<file path="src/design/assert_macros.svh">
// Assertion macros used by carousel_position_servo_loop.
`ifndef ASSERT_MACROS_SVH
`define ASSERT_MACROS_SVH

`ifndef SYNTH

// The property must hold at every rising clock edge outside reset.
`define ASSERT_AT(name, clk, rst, prop) \
  name: assert property (@(posedge clk) disable iff (rst) (prop)) \
    else $error("assertion failed");

// The expression must never be true outside reset.
`define ASSERT_NEVER(name, clk, rst, expr) \
  name: assert property (@(posedge clk) disable iff (rst) !(expr)) \
    else $error("forbidden condition seen");

`else

`define ASSERT_AT(name, clk, rst, prop)
`define ASSERT_NEVER(name, clk, rst, expr)

`endif

`endif

</file>
<file path="src/design/cpsl_pkg.sv">
`timescale 1ns / 1ps

package cpsl_pkg;

  localparam int ANGLE_W   = 16;
  localparam int SLOT_W    = 3;
  localparam int COUNT_W   = 3;
  localparam int SPEED_W   = 8;
  localparam int ERR_W     = 18;
  localparam int LIM_W     = 15;
  localparam int NUM_SLOTS = 7;
  localparam int MAX_SLOTS = 7;

  localparam int IN_DATA_W  = 24;
  localparam int OUT_DATA_W = 16;
  localparam int CFG_IDX_W  = 3;

  // Configuration register indexes.
  localparam logic [CFG_IDX_W-1:0] REG_SLOT_COUNT = 3'd0;
  localparam logic [CFG_IDX_W-1:0] REG_SLOT0      = 3'd1;

  localparam logic [COUNT_W-1:0] SLOT_COUNT_RST = 3'd7;

  localparam logic signed [ERR_W-1:0] TURN        = 18'sd36000;
  localparam logic signed [ERR_W-1:0] NARROW_BAND = 18'sd50;
  localparam logic signed [ERR_W-1:0] WIDE_BAND   = 18'sd100;
  localparam logic signed [ERR_W-1:0] ERR_CLAMP   = 18'sd18000;
  localparam logic signed [ERR_W-1:0] CRAWL_ZONE  = 18'sd900;

  localparam logic signed [SPEED_W-1:0] SPEED_MIN = 8'sd15;
  localparam logic signed [SPEED_W-1:0] SPEED_MAX = 8'sd80;

  // floor(lim * 65 / 18000) = floor(lim * 13 * RECIP / 2^30) for lim <= 18000,
  // with RECIP = ceil(2^30 / 3600). The product constant is 13 * RECIP.
  localparam int RECIP_W   = 22;
  localparam int RECIP_SH  = 30;
  localparam int PROD_W    = LIM_W + RECIP_W;
  localparam int QUOT_W    = PROD_W - RECIP_SH;
  localparam logic [RECIP_W-1:0] SPEED_RECIP = 22'd3877406;

  typedef struct packed {
    logic             outside;
    logic             crawl;
    logic [LIM_W-1:0] lim;
  } decision_t;

  typedef struct packed {
    decision_t         dec;
    logic              ccw;
    logic              settled;
    logic [SLOT_W-1:0] slot;
  } stage_t;

endpackage

</file>
<file path="src/design/carousel_position_servo_loop.sv">
`timescale 1ns / 1ps
// Channel   Direction  Contents
// s_axis    in         tdata: measured_angle, goal_slot, travel_dir; tuser: mode
// m_axis    out        tdata: speed_percent, settled, active_slot
// cfg       in         cfg_we / cfg_addr / cfg_wdata, one register per write
//
// One item per cycle while m_axis is not stalled. The error and the loop flags
// are formed in the cycle of the transfer; the constant multiply that maps error
// to speed runs in the next, on the middle stage, and the result is registered
// onto m_axis. Commands produce no result. rst clears the flags and restores the
// configuration. A stall on m_axis holds the output and fills the middle stage
// before s_tready drops.

module carousel_position_servo_loop
  import cpsl_pkg::*;
(
  input  logic                  clk,
  input  logic                  rst,
  input  logic                  s_tvalid,
  output logic                  s_tready,
  // [15:0] measured_angle, [18:16] goal_slot, [19] travel_dir, [23:20] zero
  input  logic [IN_DATA_W-1:0]  s_tdata,
  // [0] mode
  input  logic                  s_tuser,
  output logic                  m_tvalid,
  input  logic                  m_tready,
  // [7:0] speed_percent, [8] settled, [11:9] active_slot, [15:12] zero
  output logic [OUT_DATA_W-1:0] m_tdata,
  input  logic                  cfg_we,
  input  logic [CFG_IDX_W-1:0]  cfg_addr,
  input  logic [ANGLE_W-1:0]    cfg_wdata
);

`include "assert_macros.svh"

  logic [COUNT_W-1:0] slot_count;
  logic [ANGLE_W-1:0] slot_angle [NUM_SLOTS];

  logic [SLOT_W-1:0] target_slot;
  logic              dir_flag;
  logic              settled_flag;
  logic              moving_flag;
  logic              wide_band_latched;

  logic [ANGLE_W-1:0] meas_angle;
  logic [SLOT_W-1:0]  goal_slot;
  logic               travel_dir;
  logic               cmd_ok;
  logic               in_xfer;
  logic               tick_xfer;
  logic               wide_next;
  logic [ANGLE_W-1:0] ref_angle;
  decision_t          dec;

  logic   mid_valid;
  stage_t mid;
  logic   out_free;
  logic   mid_free;

  logic [PROD_W-1:0]         prod;
  logic [QUOT_W-1:0]         quot;
  logic signed [SPEED_W-1:0] mag;
  logic signed [SPEED_W-1:0] speed_next;

  assign meas_angle = s_tdata[ANGLE_W-1:0];
  assign goal_slot  = s_tdata[ANGLE_W +: SLOT_W];
  assign travel_dir = s_tdata[ANGLE_W + SLOT_W];

  assign out_free  = !m_tvalid || m_tready;
  assign mid_free  = !mid_valid || out_free;
  assign s_tready  = mid_free;
  assign in_xfer   = s_tvalid && s_tready;
  assign tick_xfer = in_xfer && !s_tuser;
  assign cmd_ok    = (COUNT_W'(goal_slot) < slot_count) &&
                     (32'(goal_slot) < MAX_SLOTS);

  // Configuration writes.
  always_ff @(posedge clk) begin
    if (rst) begin
      slot_count <= SLOT_COUNT_RST;
      for (int i = 0; i < NUM_SLOTS; i++) begin
        slot_angle[i] <= '0;
      end
    end else if (cfg_we) begin
      if (cfg_addr == REG_SLOT_COUNT) begin
        slot_count <= cfg_wdata[COUNT_W-1:0];
      end else if (cfg_addr >= REG_SLOT0) begin
        slot_angle[cfg_addr - REG_SLOT0] <= cfg_wdata;
      end
    end
  end

  assign ref_angle = (32'(target_slot) < NUM_SLOTS) ? slot_angle[target_slot]
                                                    : slot_angle[0];

  // The band is latched at the first tick of each move.
  assign wide_next = moving_flag ? wide_band_latched : settled_flag;

  cpsl_err u_err (
    .ref_angle  (ref_angle),
    .meas_angle (meas_angle),
    .ccw        (dir_flag),
    .wide_band  (wide_next),
    .dec        (dec)
  );

  // Loop flags.
  always_ff @(posedge clk) begin
    if (rst) begin
      target_slot       <= '0;
      dir_flag          <= 1'b0;
      settled_flag      <= 1'b0;
      moving_flag       <= 1'b0;
      wide_band_latched <= 1'b0;
    end else if (in_xfer) begin
      if (s_tuser) begin
        if (cmd_ok) begin
          target_slot  <= goal_slot;
          dir_flag     <= travel_dir;
          settled_flag <= 1'b0;
          moving_flag  <= 1'b0;
        end
      end else begin
        wide_band_latched <= wide_next;
        moving_flag       <= dec.outside;
        settled_flag      <= !dec.outside;
      end
    end
  end

  // Middle stage: decision for one tick.
  always_ff @(posedge clk) begin
    if (rst) begin
      mid_valid <= 1'b0;
    end else if (mid_free) begin
      mid_valid <= tick_xfer;
    end
  end

  always_ff @(posedge clk) begin
    if (mid_free && tick_xfer) begin
      mid.dec     <= dec;
      mid.ccw     <= dir_flag;
      mid.settled <= !dec.outside;
      mid.slot    <= target_slot;
    end
  end

  // Error to speed: 15 plus error * 65 / 18000, by reciprocal multiply.
  assign prod = PROD_W'(mid.dec.lim) * PROD_W'(SPEED_RECIP);
  assign quot = prod[PROD_W-1:RECIP_SH];
  assign mag  = $signed(SPEED_W'(quot)) + SPEED_MIN;

  always_comb begin
    if (!mid.dec.outside) begin
      speed_next = '0;
    end else if (mid.dec.crawl) begin
      speed_next = mid.ccw ? SPEED_MIN : -SPEED_MIN;
    end else begin
      speed_next = mid.ccw ? -mag : mag;
    end
  end

  always_ff @(posedge clk) begin
    if (rst) begin
      m_tvalid <= 1'b0;
    end else if (out_free) begin
      m_tvalid <= mid_valid;
    end
  end

  always_ff @(posedge clk) begin
    if (out_free && mid_valid) begin
      m_tdata <= {(OUT_DATA_W - SPEED_W - 1 - SLOT_W)'(0), mid.slot, mid.settled,
                  speed_next};
    end
  end

  `ASSERT_NEVER(a_flags_exclusive, clk, rst, settled_flag && moving_flag)
  `ASSERT_AT(a_settled_zero_speed, clk, rst,
             (m_tvalid && m_tdata[SPEED_W]) |-> (m_tdata[SPEED_W-1:0] == '0))
  `ASSERT_AT(a_speed_range, clk, rst,
             m_tvalid |-> (($signed(m_tdata[SPEED_W-1:0]) <= SPEED_MAX) &&
                           ($signed(m_tdata[SPEED_W-1:0]) >= -SPEED_MAX)))
  `ASSERT_AT(a_cmd_clears_settled, clk, rst,
             (in_xfer && s_tuser && cmd_ok) |=> !settled_flag)
  `ASSERT_AT(a_tick_reaches_mid, clk, rst, tick_xfer |=> mid_valid)

endmodule

</file>
<file path="src/design/cpsl_err.sv">
`timescale 1ns / 1ps

module cpsl_err
  import cpsl_pkg::*;
(
  input  logic [ANGLE_W-1:0] ref_angle,
  input  logic [ANGLE_W-1:0] meas_angle,
  input  logic               ccw,
  input  logic               wide_band,
  output decision_t          dec
);

  logic signed [ERR_W-1:0] d_mr;
  logic signed [ERR_W-1:0] d_rm;
  logic signed [ERR_W-1:0] err;
  logic signed [ERR_W-1:0] rest;
  logic signed [ERR_W-1:0] band;

  assign d_mr = $signed(ERR_W'(meas_angle)) - $signed(ERR_W'(ref_angle));
  assign d_rm = $signed(ERR_W'(ref_angle)) - $signed(ERR_W'(meas_angle));

  // One-way error toward the target, wrapped once around the turn.
  always_comb begin
    if (ccw) begin
      err = (ref_angle >= meas_angle) ? d_rm : (TURN - d_mr);
    end else begin
      err = (ref_angle <= meas_angle) ? d_mr : (TURN - d_rm);
    end
  end

  assign rest = TURN - err;
  assign band = wide_band ? WIDE_BAND : NARROW_BAND;

  always_comb begin
    dec.outside = (err > band) && (rest > band);
    dec.crawl   = (rest <= CRAWL_ZONE);
    if (err[ERR_W-1]) begin
      dec.lim = '0;
    end else if (err > ERR_CLAMP) begin
      dec.lim = ERR_CLAMP[LIM_W-1:0];
    end else begin
      dec.lim = err[LIM_W-1:0];
    end
  end

endmodule
</file>
<file path="config.mk">
export PLATFORM = sky130hd
export DESIGN_NAME = carousel_position_servo_loop
export DESIGN_NICKNAME = d
export VERILOG_FILES = /design/src/design/cpsl_pkg.sv /design/src/design/carousel_position_servo_loop.sv /design/src/design/cpsl_err.sv
export VERILOG_INCLUDE_DIRS = /design/src /design/src/design
export SDC_FILE = /design/constraint.sdc
export NUM_CORES = 1
export LEC_CHECK = 0
export BUFFER_PORTS_ARGS = -buffer_cell sky130_fd_sc_hd__buf_2
export CORE_MARGIN = 3
export CORE_UTILIZATION = 64
export CTS_BUF_LIST = sky130_fd_sc_hd__clkbuf_8 sky130_fd_sc_hd__clkbuf_16
export DETAILED_ROUTE_END_ITERATION = 10
export PLACE_DENSITY = 0.8
export SETUP_SLACK_MARGIN = 0.3
export SKIP_LAST_GASP = 1
export SYNTH_ARGS = -nofsm -noshare
export SYNTH_HDL_FRONTEND = slang
export SYNTH_SLANG_ARGS = --single-unit
</file>
<file path="constraint.sdc">
create_clock -name clk -period 8.33 [get_ports clk]
set_input_delay 1.666 -clock clk [delete_from_list [all_inputs] [get_ports clk]]
set_output_delay 1.666 -clock clk [all_outputs]
set_load 0.02 [all_outputs]
</file>
* Word level (Yosys, flattened, before mapping)
Memory sizes are Yosys's and may differ from the RTL's. A register that Yosys moved wholly into a read port is not among the register bits.
Cells that the tools add are included.
** Storage, ports and cells
- Register bits after elaboration :: 46
- Bits in latches :: 0
- RAM bits :: 112
- Bits in read-only memories :: 0
- Output and inout bits :: 18
- Logic and storage cells :: 83
- Memories kept :: 1
** Cells by class
- Add/sub/neg operators :: 8
- $mul :: 1
- Divide/modulo/power cells :: 0
- Magnitude comparators :: 10
- Equality and inequality tests :: 1
- Shift-type cells :: 0
- Mux-type cells :: 25
- Bitwise operators :: 1
- Reduce and logical (&&, ||, !) cells :: 19
** Memory list
- slot_angle :: depth 7, width 16, rd ports 2, clocked after memory_dff 1, write ports 7, line carousel_position_servo_loop.sv:37 : logic [ANGLE_W-1:0] slot_angle [NUM_SLOTS];
** Operators by type and width (count)
- 18-bit two-way mux :: 3
- 17-bit by 18-bit subtractor with 18-bit output, first input constant :: 3
- 18-bit greater-than comparator :: 2
- 15-bit by 21-bit multiplier with 36-bit output, second input constant :: 1
- 16-bit by 16-bit subtractor with 17-bit output :: 2
- 16-bit two-way mux :: 2
- 8-bit two-way mux :: 3
- 18-bit by 16-bit greater-than comparator with 1-bit output, second input constant :: 1
- 18-bit by 11-bit less-or-equal comparator with 1-bit output, second input constant :: 1
- 16-bit >= comparator :: 1
- 16-bit less-or-equal comparator :: 1
- 16-bit OR reduction :: 1
- 15-bit two-way mux :: 1
- 1-bit two-way mux :: 12
- 3-bit two-way mux :: 3
- 7-bit by 4-bit adder with 8-bit output, second input constant :: 1
- 8-bit negation :: 1
- 7-bit two-way mux :: 1
- 1-bit logical AND :: 6
- 3-bit less-than comparator, second input constant :: 2
- 2-bit AND reduction :: 3
- 1-bit zero test :: 4
- 3-bit by 1-bit >= comparator with 1-bit output, second input constant :: 1
- 3-bit zero test :: 1
- 7 further kinds :: 8

* Depth between registers and ports, before layout
- Depth in word-level cells :: 11
- Gate-level depth with buffers :: 29
- Gate-level depth less buffers :: 28

* By module
A second synthesis with hierarchy kept.
** Unflattened totals
- Cells, all modules :: 1688
- Area, all modules :: 16779.8 um2
** Modules (own cells, without submodules)
- carousel_position_servo_loop :: times used 1, cells an instance 1159, area each 13043.8 um2, seq. area each 5004.8 um2
- cpsl_err :: times used 1, cells an instance 529, area each 3736.1 um2, seq. area each 0.0 um2

* Worst setup path before layout
Ideal clock, no wire load.
- Path type :: reg2reg
- Start :: register mid[7] in the netlist's numbering
- End :: register m_tdata[6] (data pin)
- Library setup time :: 0.257 ns
- Arrival time :: 7.028 ns
- Path slack :: 1.045 ns
- Cell stages (with the launch flop) :: 26
- Period minus slack after synthesis :: 7.285 ns
- Cells stage by stage :: edfxtp_1 inv_1 fa_1 inv_1 fa_1 fa_1 fa_1 inv_1 fa_1 fa_1 inv_1 ha_1 a21o_1 a21o_1 a211oi_1 o21ai_0 a221oi_1 and2_1 xnor2_1 ha_1 o2111ai_1 nand3_1 xor3_1 or4_1 o21a_1 o2111a_1
** On the way
- Word-level cells in the longest chain between the ends :: 5
** RTL lines
- from (decl) :: line carousel_position_servo_loop.sv:56 : stage_t mid;
- 15-bit by 21-bit multiplier with 36-bit output * :: line carousel_position_servo_loop.sv:150 : assign prod = PROD_W'(mid.dec.lim) * PROD_W'(SPEED_RECIP);
- 7-bit by 4-bit adder with 8-bit output * :: line carousel_position_servo_loop.sv:152 : assign mag = $signed(SPEED_W'(quot)) + SPEED_MIN;
- 8-bit negation :: line carousel_position_servo_loop.sv:160 : speed_next = mid.ccw ? -mag : mag;
- 8-bit two-way mux * :: line carousel_position_servo_loop.sv:160
- 8-bit two-way mux * :: line carousel_position_servo_loop.sv:157 : end else if (mid.dec.crawl) begin
- to (signal assigned) :: line carousel_position_servo_loop.sv:174 : m_tdata <= {(OUT_DATA_W - SPEED_W - 1 - SLOT_W)'(0), mid.slot, mid.settled,
- to (decl) :: line carousel_position_servo_loop.sv:28 : output logic [OUT_DATA_W-1:0] m_tdata,
Mark *: on every way between the ends. The rest lies on a longest branch, timed or not.
A chain may end at the register's enable or synchronous reset.

* Worst setup path in the final report
- Start :: register mid[17] in the netlist's numbering
- End :: register m_tdata[6] (data pin)
The elaborated chain is that of the path after synthesis.

==> impl_metrics.json <==
{
  "status": "complete, no violations",
  "totalWireLength_um": 40810,
  "multi_input_area_um2": 10750,
  "pin_count": 67,
  "regArea_um2": 5006,
  "startpoint_type": "flop",
  "placed_area_um2": 17500,
  "initial_core_util_pct": 66.21,
  "via_per_inst": 6.250,
  "path_max_fanout": 8,
  "synth_flop_cell": "edfxtp_1",
  "die_h_um": 168.6,
  "avgSynthCellArea_um2": 9.914,
  "p_leak_nw": 8.198,
  "ant_nets": 0,
  "place_congestion": 0.9143,
  "whs_ps": 422.4,
  "power_frac_comb_pct": 75.2,
  "htree_levels": 4,
  "synth_edf_count": 146,
  "fin_skew_ps": 20.72,
  "dp.cells": 2050,
  "cp_top_family": "adder cells",
  "r2r_start": "mid[17]",
  "synth_cells": 1706,
  "die_w_um": 168.6,
  "critPathArrivalTime_ps": 7820,
  "path_class": "reg -> reg",
  "crit_path_max_incr_delay_ps": 650,
  "antenna_found_initial": 1,
  "peakVddDrop_mv": 0.5418,
  "endpoint_kind": "flop",
  "synth-seq-area-share_pct": 29.59,
  "drive_gt1_share_pct": 10.77,
  "slowest_stage": "fa_1",
  "min_from": "mid[0]",
  "cp.buffers_inverters": 4,
  "slew_violations": 0,
  "dp_hpwl_um": 31490,
  "antenna_cells": 0,
  "grt_start_max_net_pins": 33,
  "core_area_um2": 25540,
  "cts_root_buf": "clkbuf_16",
  "netlist_area_um2": 16910,
  "synthArstFlopShare_pct": 0,
  "cts.sinks": 177,
  "cts_buffer_depth": 2,
  "final_area_um2": 18140,
  "grt.overflow.total": 0,
  "maxSlewHeadroom_pct": 19.22,
  "path_cells": "fa_1 > inv_1 > fa_1 > inv_1 > fa_1 > inv_1 > fa_1 > inv_1 > fa_1 > ha_1 > ha_1 > a21o_1 > a211oi_1 > nand2_1 > o2111ai_2 > a21oi_1 > o31a_1 > o2111ai_1 > nand3_1 > xor3_1 > or4_1 > o21a_1 > o2111a_1",
  "drtIter0Drc": 916,
  "wl_per_cell_um": 19.57,
  "critPathLaunch": "mid[17]",
  "rows": 58,
  "clk_latency_ps": 440,
  "tns_ps": 0,
  "cp_common_cell": "fa_1",
  "grt_pass1_wl_um": 65640,
  "p_per_area_nw_per_um2": 422.3,
  "grtUsageTotal_pct": 28.86,
  "setup_viol": 0,
  "p_int_mw": 3.877,
  "num-fill-cells": 1922,
  "hold_class": "reg -> reg",
  "final_hold_viol_count": 0,
  "hold_buffers": 0,
  "clk_pin_slew_ps": 80,
  "drc": 0,
  "fin_crit_sh_pct": 91.53,
  "p_sw_share_pct": 49.38,
  "pwr-share-clk_pct": 10.3,
  "power.switching_mw": 3.782,
  "die-area_um2": 28410,
  "rsz0062_at_grt": "false",
  "fmax_mhz": 131.2,
  "worstPathRequired_ps": 8520,
  "min_period_ps": 7625,
  "fin_nets": 2094,
  "drv_cap": 0,
  "worst-slew-pin-transition_ps": 1210,
  "areaGrowthSynthToFinish_pct": 7.235,
  "yosys_register_bits": 177,
  "grt_pass1_vias": 13010,
  "synth_warnings": 0,
  "p_seq_share_pct": 14.5,
  "portBuffers": 58,
  "ys_types": 100,
  "numCtsBuffers": 17,
  "dr.pass1.iters": 5,
  "finalNonFillerCells": 2085,
  "vias": 13030,
  "cts_tree": "built"
}
## power groups by stage
stage          registers, mW  clock network [mW]  logic, mW
4_1_cts                 1.11               0.795       5.63
2_1_floorplan           1.12                   0       4.22
3_3_place_gp            1.12                   0       5.26
3_5_place_dp            1.13                   0       5.58
6_report                1.11               0.792       5.76
5_1_grt                 1.12               0.825       6.54
## per-layer routing
metal	part of all wire, %	track usage [%]
met1	41	38.22
met2	48	48.94
met3	6.7	3.900
met4	3.5	10.64
met5	0.017	0
## state kept, by name, summed over array words and instances, names as in the netlist, named ones only
| signal | cells |
|---|---|
| dir_flag | 1 |
| m_tdata | 12 |
| m_tvalid | 1 |
| mid | 22 |
| mid_valid | 1 |
| moving_flag | 1 |
| settled_flag | 1 |
| slot_angle | 128 |
| slot_count | 3 |
| target_slot | 3 |
| wide_band_latched | 1 |
## kinds of logic (layout without fill, tap and decap cells)
family / Yosys count / after routing / synth area share (%)
other: 1 / 4 / 0.02217
adders and majority gates: 303 / 303 / 26.86
muxes: 69 / 69 / 6.481
AOI/OAI and AO/OA: 338 / 338 / 14.34
and+or+nand+nor: 455 / 455 / 12.92
buffers and inverters: 314 / 360 / 7.124
xor gates and xnor gates: 49 / 49 / 2.671
DFF: 177 / 177 / 29.59
## cells in the final DEF (no fill, tap or decap), drive strengths merged, types with 10 or more instances in the layout
master | synthesis | layout
fa | 100 | 100
xnor2 | 30 | 30
a211oi | 15 | 15
inv | 249 | 260
a31oi | 15 | 15
a21o | 44 | 44
ha | 203 | 203
or3 | 12 | 12
nor3 | 28 | 28
dfxtp | 31 | 31
o21ai | 56 | 56
edfxtp | 146 | 146
nand4 | 17 | 17
buf | 12 | 78
nand2 | 92 | 92
o21a | 14 | 14
nor2 | 180 | 180
clkbuf | 52 | 17
nor2b | 14 | 14
nand3 | 36 | 36
o31ai | 10 | 10
a21oi | 76 | 76
mux2i | 33 | 33
xor2 | 18 | 18
o211ai | 10 | 10
and2 | 22 | 22
mux4 | 32 | 32
## per-stage QoR
stage / util [%] / worst slack (ps) / total power, mW
global route: 71.00 / 316.0 / 8.480
detailed placement: 68.51 / 375.9 / 6.713
finish: 71.00 / 705.2 / 7.659
CTS: 70.81 / 356.8 / 7.539
global placement: 68.51 / 440.5 / 6.381
floorplan: - / 1045 / 5.347
## final cells by class
cell class | count | area share [%]
Sequential cell | 177 | 27.60
Clock buffer | 17 | 2.346
Timing Repair Buffer | 78 | 2.428
Multi-Input combinational cell | 1218 | 59.28
Clock inverter | 15 | 0.8900
Inverter | 250 | 5.174
Tap cell | 330 | 2.277
## Yosys cell counts (8+ instances only)
cell / count / share of area, %
nand3_1: 35 / 1.0
edfxtp_1: 146 / 26
o21ai_0: 51 / 1.5
and2_1: 21 / 0.78
nand4_1: 17 / 0.63
nor3_1: 26 / 0.77
mux4_2: 32 / 4.3
a31oi_1: 15 / 0.55
mux2i_1: 33 / 2.0
nand2_1: 92 / 2.0
ha_1: 203 / 15
a211oi_1: 15 / 0.67
xor2_1: 18 / 0.93
a21o_1: 44 / 2.0
nor2b_1: 14 / 0.52
nor2_1: 180 / 4.0
o211ai_1: 10 / 0.44
clkbuf_1: 52 / 1.2
o21a_1: 14 / 0.62
a21oi_1: 76 / 2.2
a221o_1: 8 / 0.47
inv_1: 249 / 5.5
dfxtp_1: 31 / 3.7
xnor2_1: 29 / 1.5
o31ai_1: 9 / 0.40
fa_1: 100 / 12
or3_1: 12 / 0.44
## path summary, 6_finish.rpt
check / slack, ps / depth (start not counted) / to
setup / recovery: 710 / 23 / m_tdata[6]
hold / removal: 420 / 0 / m_tdata[9]
setup reg to reg: 710 / 23 / m_tdata[6]
hold reg to reg: 420 / 0 / m_tdata[9]
## timing repair
item | CTS | global route
resized for setup | 0 | 6
endpoints found under the setup margin | 0 | 3
buffers inserted | 0 | 3
(Power assumes the default switching activity.)
